### config.mk
export PLATFORM = sky130hd
export DESIGN_NAME = ogom_locate
export DESIGN_NICKNAME = d
export VERILOG_FILES = /design/src/design/ogom_pkg.sv /design/src/design/ogom_locate.sv
export SDC_FILE = /design/constraint.sdc
export NUM_CORES = 1
export LEC_CHECK = 0
export BUFFER_PORTS_ARGS = -buffer_cell sky130_fd_sc_hd__buf_2
export CAP_MARGIN = 30
export CORE_MARGIN = 2
export CORE_UTILIZATION = 45
export DETAILED_ROUTE_END_ITERATION = 8
export PLACE_DENSITY = 0.69
export SYNTH_ARGS = -nofsm -noshare
export SYNTH_HDL_FRONTEND = slang
export SYNTH_SLANG_ARGS = --single-unit
export TNS_END_PERCENT = 10
### constraint.sdc
create_clock -name clk -period 6.05 [get_ports clk]
set_input_delay 0.605 -clock clk [delete_from_list [all_inputs] [get_ports clk]]
set_output_delay 0.605 -clock clk [all_outputs]
set_load 0.01 [all_outputs]
### src/design/ogom_pkg.sv
// Shared types and codes of the occupancy grid offset merge block.
`default_nettype none
package ogom_pkg;

	// Item actions
	localparam logic [1:0] ACT_CLEAR = 2'd0;
	localparam logic [1:0] ACT_MERGE = 2'd1;
	localparam logic [1:0] ACT_READ  = 2'd2;
	// Spare code: touches nothing; its result shows no data, no write and in_bounds low
	localparam logic [1:0] ACT_NONE  = 2'd3;

	// Configuration register indexes
	localparam logic [2:0] CFG_OFFSET_X  = 3'd0;
	localparam logic [2:0] CFG_OFFSET_Y  = 3'd1;
	localparam logic [2:0] CFG_GRID_W    = 3'd2;
	localparam logic [2:0] CFG_GRID_H    = 3'd3;
	localparam logic [2:0] CFG_OVERWRITE = 3'd4;

	// Cell value meaning "not yet observed"
	localparam logic signed [7:0] UNKNOWN_CELL = -8'sd1;

	// Request travelling down the pipeline behind its address
	typedef struct packed {
		logic [1:0]        action;
		logic signed [7:0] value;
		logic              in_bounds;
	} ogom_item_t;

endpackage
`default_nettype wire

### src/design/ogom_locate.sv
// Offset, bounds check and row-major address of one request, over two stages.
`default_nettype none
module ogom_locate
	import ogom_pkg::*;
#(
	parameter int MAX_CELLS = 16384,
	parameter int MAX_SIDE  = 128,
	parameter int AW        = 14
) (
	input  wire logic              clk,
	input  wire logic              arst_n,
	input  wire logic              adv,
	input  wire logic              in_valid,
	input  wire logic [1:0]        action,
	input  wire logic [6:0]        cell_x,
	input  wire logic [6:0]        cell_y,
	input  wire logic signed [7:0] cell_value,
	input  wire logic signed [7:0] offset_x,
	input  wire logic signed [7:0] offset_y,
	input  wire logic [7:0]        grid_width,
	input  wire logic [7:0]        grid_height,
	output logic                   valid_s2,
	output ogom_item_t             item_s2,
	output logic [AW-1:0]          addr_s2
);

	localparam logic [10:0] SIDE_LIM  = 11'(MAX_SIDE);
	localparam logic [20:0] CELL_LIM  = 21'(MAX_CELLS);
	localparam int          FW        = (AW > 16) ? AW : 16;

	logic signed [8:0] sx, sy;
	logic [7:0]        eff_w, eff_h;
	logic              coord_ok;

	logic              valid_s1;
	logic [1:0]        action_s1;
	logic signed [7:0] value_s1;
	logic              coord_ok_s1;
	logic [7:0]        x_s1, y_s1, w_s1;

	logic [15:0]       addr_full;
	logic [FW-1:0]     addr_ext;
	logic              cells_ok;

	// Shift only merge requests; clear and read address the fused grid directly.
	always_comb begin
		sx = $signed({2'b00, cell_x});
		sy = $signed({2'b00, cell_y});
		if (action == ACT_MERGE) begin
			sx = $signed({2'b00, cell_x}) + $signed({offset_x[7], offset_x});
			sy = $signed({2'b00, cell_y}) + $signed({offset_y[7], offset_y});
		end
		eff_w = ({3'b000, grid_width} > SIDE_LIM) ? SIDE_LIM[7:0] : grid_width;
		eff_h = ({3'b000, grid_height} > SIDE_LIM) ? SIDE_LIM[7:0] : grid_height;
		coord_ok = !sx[8] && !sy[8] && (sx[7:0] < eff_w) && (sy[7:0] < eff_h);
	end

	always_ff @(posedge clk or negedge arst_n) begin
		if (!arst_n) begin
			valid_s1 <= 1'b0;
			valid_s2 <= 1'b0;
		end else if (adv) begin
			valid_s1 <= in_valid;
			valid_s2 <= valid_s1;
		end
	end

	always_ff @(posedge clk) begin
		if (adv) begin
			action_s1   <= action;
			value_s1    <= cell_value;
			coord_ok_s1 <= coord_ok;
			x_s1        <= sx[7:0];
			y_s1        <= sy[7:0];
			w_s1        <= eff_w;
		end
	end

	always_comb begin
		addr_full = 16'(y_s1 * w_s1) + {8'h00, x_s1};
		addr_ext  = FW'(addr_full);
		cells_ok  = {5'b00000, addr_full} < CELL_LIM;
	end

	always_ff @(posedge clk) begin
		if (adv) begin
			item_s2.action    <= action_s1;
			item_s2.value     <= value_s1;
			item_s2.in_bounds <= coord_ok_s1 && cells_ok;
			addr_s2           <= addr_ext[AW-1:0];
		end
	end

endmodule
`default_nettype wire

==> reports/results.ini, run 1 <==
[critical_path]
critPathLaunch=y_s1[1]
cp-start-kind=register
crit_required_ps=6130
critical_path.endpoint_type=register
crit_fanout=8
reg2reg_from=y_s1[1]
cp.arrival_ps=4610
r2r_slack_ps=1520
critical_path_class=reg2reg

[layout]
final_util=0.536
diodes=0
final_common_cell=buf_2
mostFrequentLayoutCells=85 x buf_2, 82 x inv_1, 64 x ha_1, 60 x edfxtp_1, 54 x nand2_1
drive_gt1_frac=0.187
fillers=1010
nets=748
syn_to_final_growth_pct=16.1

[cts]
clockRootBuffer=clkbuf_16
path_clk_slew_ps=50
insertion_delay_ps=320
cts_resized=0
cts_inserted_buffers=9
h-tree-depth=3
post_cts_buffers=0
cts_tree=built
cts.sinks=62
ctsHoldBuffers=0
cts_buffer_depth=2

[grt]
grt_overflow=0
antenna_found_initial=0
grt_max_degree=63
grt_pass1_vias=3686
track_usage=0.160
grt_pass1_wl_mm=16.5

[timing]
final_hold_viol_count=0
period_share=0.750
worst_slew_pin_slew_ps=966
max_slew_margin=0.356
post-route-min-period_ps=4530
timing.fmax_mhz=221
fin_tns_setup_ps=0
fin_skew_ps=9.87
grt_setup_unrepaired=no
setup_viol=0
slew_violations=0

[min_path]
hold_class=in2async

[logic_synthesis]
synth_edf_count=60
synthArstFlopShare=0.0323
syn_nets=657
syn_inst=487
yosysSeqAreaShare=0.351
synth_area_per_cell_sq_um=10.8
syn_area_sq_um=5270
yosysTopAreaCell=edfxtp_1
synth_top_flop_cell=edfxtp_1
synth.area.top_cells=edfxtp_1 34%, fa_1 17%, ha_1 15%
ys_warn_count=0
synth-seq-cells=62
synth_top_area_frac=0.342
synth_cell_types=41

[place]
hpwl_mm=7.79
gp_congestion=0.806
numPortBuffers=85

[routing]
drc=0
ant_nets=0
finalWirelength_mm=9.49
dr.pass1.iters=4
via_count=3523
wire_per_inst_um=13.1
drt_iter0_markers=148
drt-vias-per-instance=4.86

[die]
ios=86
num_rows=39
start_util=0.461
core_sq_um=11400
fp.dieH_um=112
die_area_sq_um=12600
die_w_um=112

[pwr]
power_per_cell_area_nw_per_um2=408
peakVddDrop_uv=283
static-leakage-power_nw=2.93

[outcome]
run_status=finished clean

[flow_run]
drv_cap=0

power by group:
group | total, mW | leakage [nW] | internal [mW] | switching, mW
Clock | 0.447 | 0.125 | 0.274 | 0.174
Combinational | 1.39 | 2.20 | 0.624 | 0.766
Sequential | 0.658 | 0.609 | 0.624 | 0.0339
Total | 2.50 | 2.93 | 1.52 | 0.974
metrics by stage:
step                hold slack, ps  std cells  setup WS [ps]  total power, mW  area (sq um)
finish                        61.5        725           1520             2.50          6120
global route                  52.6        725           1290             2.76          6120
CTS                           56.3        725           1490             2.52          6120
detailed placement             396        710           1510             2.06          5860
global placement               388        710           1620             2.00          5860
floorplan                      309        487           1750             1.75          5270
area by class of cell:
cell class / count / area [sq um] / share of cell area
clock buffers: 11 / 233 / 0.0381
clock inverters: 4 / 26.3 / 0.00430
inverters: 83 / 312 / 0.0509
multi-input cells: 336 / 3080 / 0.504
flip-flops and latches: 62 / 1850 / 0.303
well taps: 143 / 179 / 0.0293
repair buffers: 86 / 433 / 0.0708
layer usage:
layer / GRT usage / part of all wire / vias to the layer above / wire [um]
met5: 0 / 0 / - / 0
met4: 0.0407 / 0.013 / 0 / 119
met3: 0.0335 / 0.059 / 13 / 562
met2: 0.267 / 0.46 / 102 / 4390
met1: 0.215 / 0.46 / 1602 / 4410
li1: - / - / 1806 / -
Yosys cell counts (3+ instances only):
library cell / count
inv_1: 82
ha_1: 64
edfxtp_1: 60
nand2_1: 54
fa_1: 46
and2_1: 34
nor2_1: 18
o21ai_0: 17
xnor2_1: 15
a21oi_1: 14
a21o_1: 9
nor2b_1: 7
xor2_1: 7
mux2_2: 6
a211oi_1: 5
nand2b_1: 5
nor3_1: 5
clkbuf_1: 4
o21a_1: 3
o21bai_1: 3
logic make-up (layout without fill, tap and decap cells):
family | Yosys count | count (layout) | share of synthesized area
XOR/XNOR | 22 | 22 | 0.0366
AND/OR/NAND/NOR | 131 | 131 | 0.121
buffers and inverters | 89 | 184 | 0.0636
AO/OA/AOI/OAI | 67 | 67 | 0.0881
flip-flops | 62 | 62 | 0.351
multiplexers | 6 | 6 | 0.0128
adder cells (fa/ha/maj) | 110 | 110 | 0.327
registers in the layout, summed over array words and instances (netlist names):
signal,flops
valid_s2,1
w_s1,8
addr_s2,14
x_s1,8
coord_ok_s1,1
action_s1,2
value_s1,8
item_s2,11
y_s1,8
valid_s1,1
path summary, 6_finish.rpt:
check / end / cells after the start
max: item_s2[0] / 14
min: valid_s2 / 1
max reg2reg: item_s2[0] / 14
min reg2reg: item_s2[7] / 0
max in group asynchronous: valid_s1 / 1
min in group clk: item_s2[7] / 0
critical path, stage by stage, from the launching register on:
cell and delay, ps:
edfxtp_1 490, and2_1 230, fa_1 520, fa_1 520
fa_1 540, inv_1 50, fa_1 520, inv_1 40
ha_1 320, o21ai_0 240, o2bb2ai_1 180, a211oi_1 70
o31ai_1 260, nand3_1 100, and4b_1 200
Note: power is estimated with default switching activity, not from simulation.
==> run 2, diff against run 1 <==
--- a/config.mk
+++ b/config.mk
@@ -5,6 +5,7 @@
 export SDC_FILE = /design/constraint.sdc
 export NUM_CORES = 1
 export LEC_CHECK = 0
+export ABC_AREA = 1
 export BUFFER_PORTS_ARGS = -buffer_cell sky130_fd_sc_hd__buf_2
 export CAP_MARGIN = 30
 export CORE_MARGIN = 2
==> constraint.sdc (replaced) <==
create_clock -name clk -period 4.4 [get_ports clk]
set_input_delay 0.44 -clock clk [delete_from_list [all_inputs] [get_ports clk]]
set_output_delay 0.44 -clock clk [all_outputs]
set_load 0.01 [all_outputs]
==> reports/results.ini, run 2 <==
[timing]
post-route-min-period_ps=4280
slew_violations=0
max_slew_margin=0.503
setup_viol=0
fin_skew_ps=6.97
timing.fmax_mhz=234
fin_hold_ws_ps=284
period_share=0.973
worst_slew_pin_slew_ps=746
final_hold_viol_count=0

[logic_synthesis]
synth_commonest_cells=142 x inv_1, 137 x nand2_1, 64 x ha_1
synth_area_per_cell_sq_um=9.21
ys_warn_count=0
synth.area.top_cells=edfxtp_1 33%, fa_1 17%, ha_1 14%
syn_inst=601
synth_top_area_frac=0.325
synth_edf_count=60
synth.most_common_cell=inv_1
synth-seq-cells=62
synth_cell_types=34
yosysTopAreaCell=edfxtp_1
synthArstFlopShare=0.0323
syn_area_sq_um=5540
synth_top_flop_cell=edfxtp_1
yosysSeqAreaShare=0.334
syn_nets=771

[layout]
fillers=1045
syn_to_final_growth_pct=17.4
diodes=0
top_register=addr_s2
largest_reg_flops=14
drive_gt1_frac=0.196
final-seq-area_sq_um=1850
nets=863
final_common_cell=inv_1
multiInputGateArea_sq_um=3080
final_area_sq_um=6500
top_regs=addr_s2: 14 flops, item_s2: 11 flops
stdcell_count=845
mostFrequentLayoutCells=142 x inv_1, 137 x nand2_1, 85 x buf_2, 63 x ha_1, 60 x edfxtp_1

[place]
hpwl_mm=8.67
numPortBuffers=85
dpl-instance-area_sq_um=6090
gp_congestion=0.995
dp_cells=816

[grt]
track_usage=0.170
antenna_found_initial=0
grt_pass1_vias=4151
grt_max_degree=65
grt_overflow=0
grt_pass1_wl_mm=18.0

[flow_run]
drv_cap=0

[critical_path]
reg2regPathDepth=16
r2r_slack_ps=120
crit_fanout=7
crit_required_ps=4480
crit_path_end=addr_s2[12]
critical_path.endpoint_type=register
critPathLaunch=y_s1[5]
cp.arrival_ps=4360
cp-start-kind=register
timing.rr.end=addr_s2[12]
reg2reg_from=y_s1[5]
critical_path_class=reg2reg

[routing]
drt-vias-per-instance=4.82
dr.pass1.iters=4
finalWirelength_mm=10.6
drt_iter0_markers=208
wire_per_inst_um=12.5
via_count=4072
drc=0
ant_nets=0

[min_path]
holdCritStartpoint=cell_value[5]
hold_class=in2reg

[die]
ios=86
die_w_um=115
die_area_sq_um=13200
num_rows=40
fp.dieH_um=115
start_util=0.461
core_sq_um=12000

[cts]
cts_inserted_buffers=9
h-tree-depth=3
cts.sinks=62
clockRootBuffer=clkbuf_16
path_clk_slew_ps=50
cts_tree=built
insertion_delay_ps=330
cts_buffer_depth=2

[pwr]
peakVddDrop_uv=262
static-leakage-power_nw=3.49
power_per_cell_area_nw_per_um2=554

[outcome]
run_status=finished clean

## run 2: changes by cell type after synthesis, moves of 7 or more
cell / previous run / this run
a21o_1: 9 / 0
a21oi_1: 14 / 22
and2_1: 34 / 1
clkbuf_1: 4 / 18
inv_1: 82 / 142
nand2_1: 54 / 137
nand3_1: 2 / 17
nor2b_1: 7 / 0
## run 2: what timing repair did
item,in CTS,in global routing
endpoints found under the setup margin,0,3
endpoints found under the hold margin,2,0
gates resized for setup,0,4
buffers inserted,0,12
hold buffers,1,0
## run 2: layer usage
| metal | track usage | up-vias | wire [um] |
|---|---|---|---|
| met5 | 0 | - | 0 |
| met2 | 0.297 | 139 | 5020 |
| met1 | 0.209 | 1843 | 4780 |
| li1 | - | 2069 | - |
| met3 | 0.0253 | 21 | 556 |
| met4 | 0.0739 | 0 | 249 |
## run 2: logic make-up (layout without fill, tap and decap cells)
logic type	count (synthesis)	in the layout	synth area share
simple gates	186	186	0.140
compound gates	60	60	0.0707
buf+inv	163	260	0.111
flops	62	62	0.334
fa+ha+maj	110	110	0.311
xor+xnor	20	20	0.0330
## run 2: power breakdown
part	total [mW]	switching [mW]	internal, mW	leakage [nW]
sequential	0.907	0.0457	0.861	0.609
clock	0.703	0.249	0.454	0.150
combinational	1.99	1.17	0.825	2.73
## run 2: final cells by class
type,count,area share
Clock buffer,11,0.0374
Clock inverter,5,0.00886
Inverter,144,0.0832
Multi-Input combinational cell,376,0.474
Sequential cell,62,0.285
Tap cell,147,0.0283
Timing Repair Buffer,100,0.0832
## run 2: critical path: stages (launching register included)
cell and delay [ps]:
edfxtp_1 510, buf_4 190, nand2_1 60, fa_1 440, fa_1 500, inv_1 50
fa_1 530, inv_1 50, fa_1 520, inv_1 40, ha_1 350, a21oi_2 190
a21boi_2 220, o21ai_2 80, nand3_1 70, nand2_1 60, xor2_1 140
## run 2: stage by stage
stage / total power [mW] / setup WS (ps) / TNS, ps / util
floorplan: 2.44 / 267 / 0 / -
global placement: 2.78 / 226 / 0 / 0.507
detailed placement: 2.87 / 132 / 0 / 0.507
CTS: 3.60 / 119 / 0 / 0.533
global route: 3.96 / -46.3 / -80.8 / 0.541
finish: 3.60 / 120 / 0 / 0.541
## run 2: worst min-delay path by stage
| stage | to | depth (start not counted) |
|---|---|---|
| CTS | value_s1[2] | 1 |
| global route | value_s1[5] | 1 |
| finish | value_s1[5] | 1 |
| floorplan | valid_s1 | 0 |
| global placement | valid_s2 | 1 |
| detailed placement | valid_s2 | 1 |
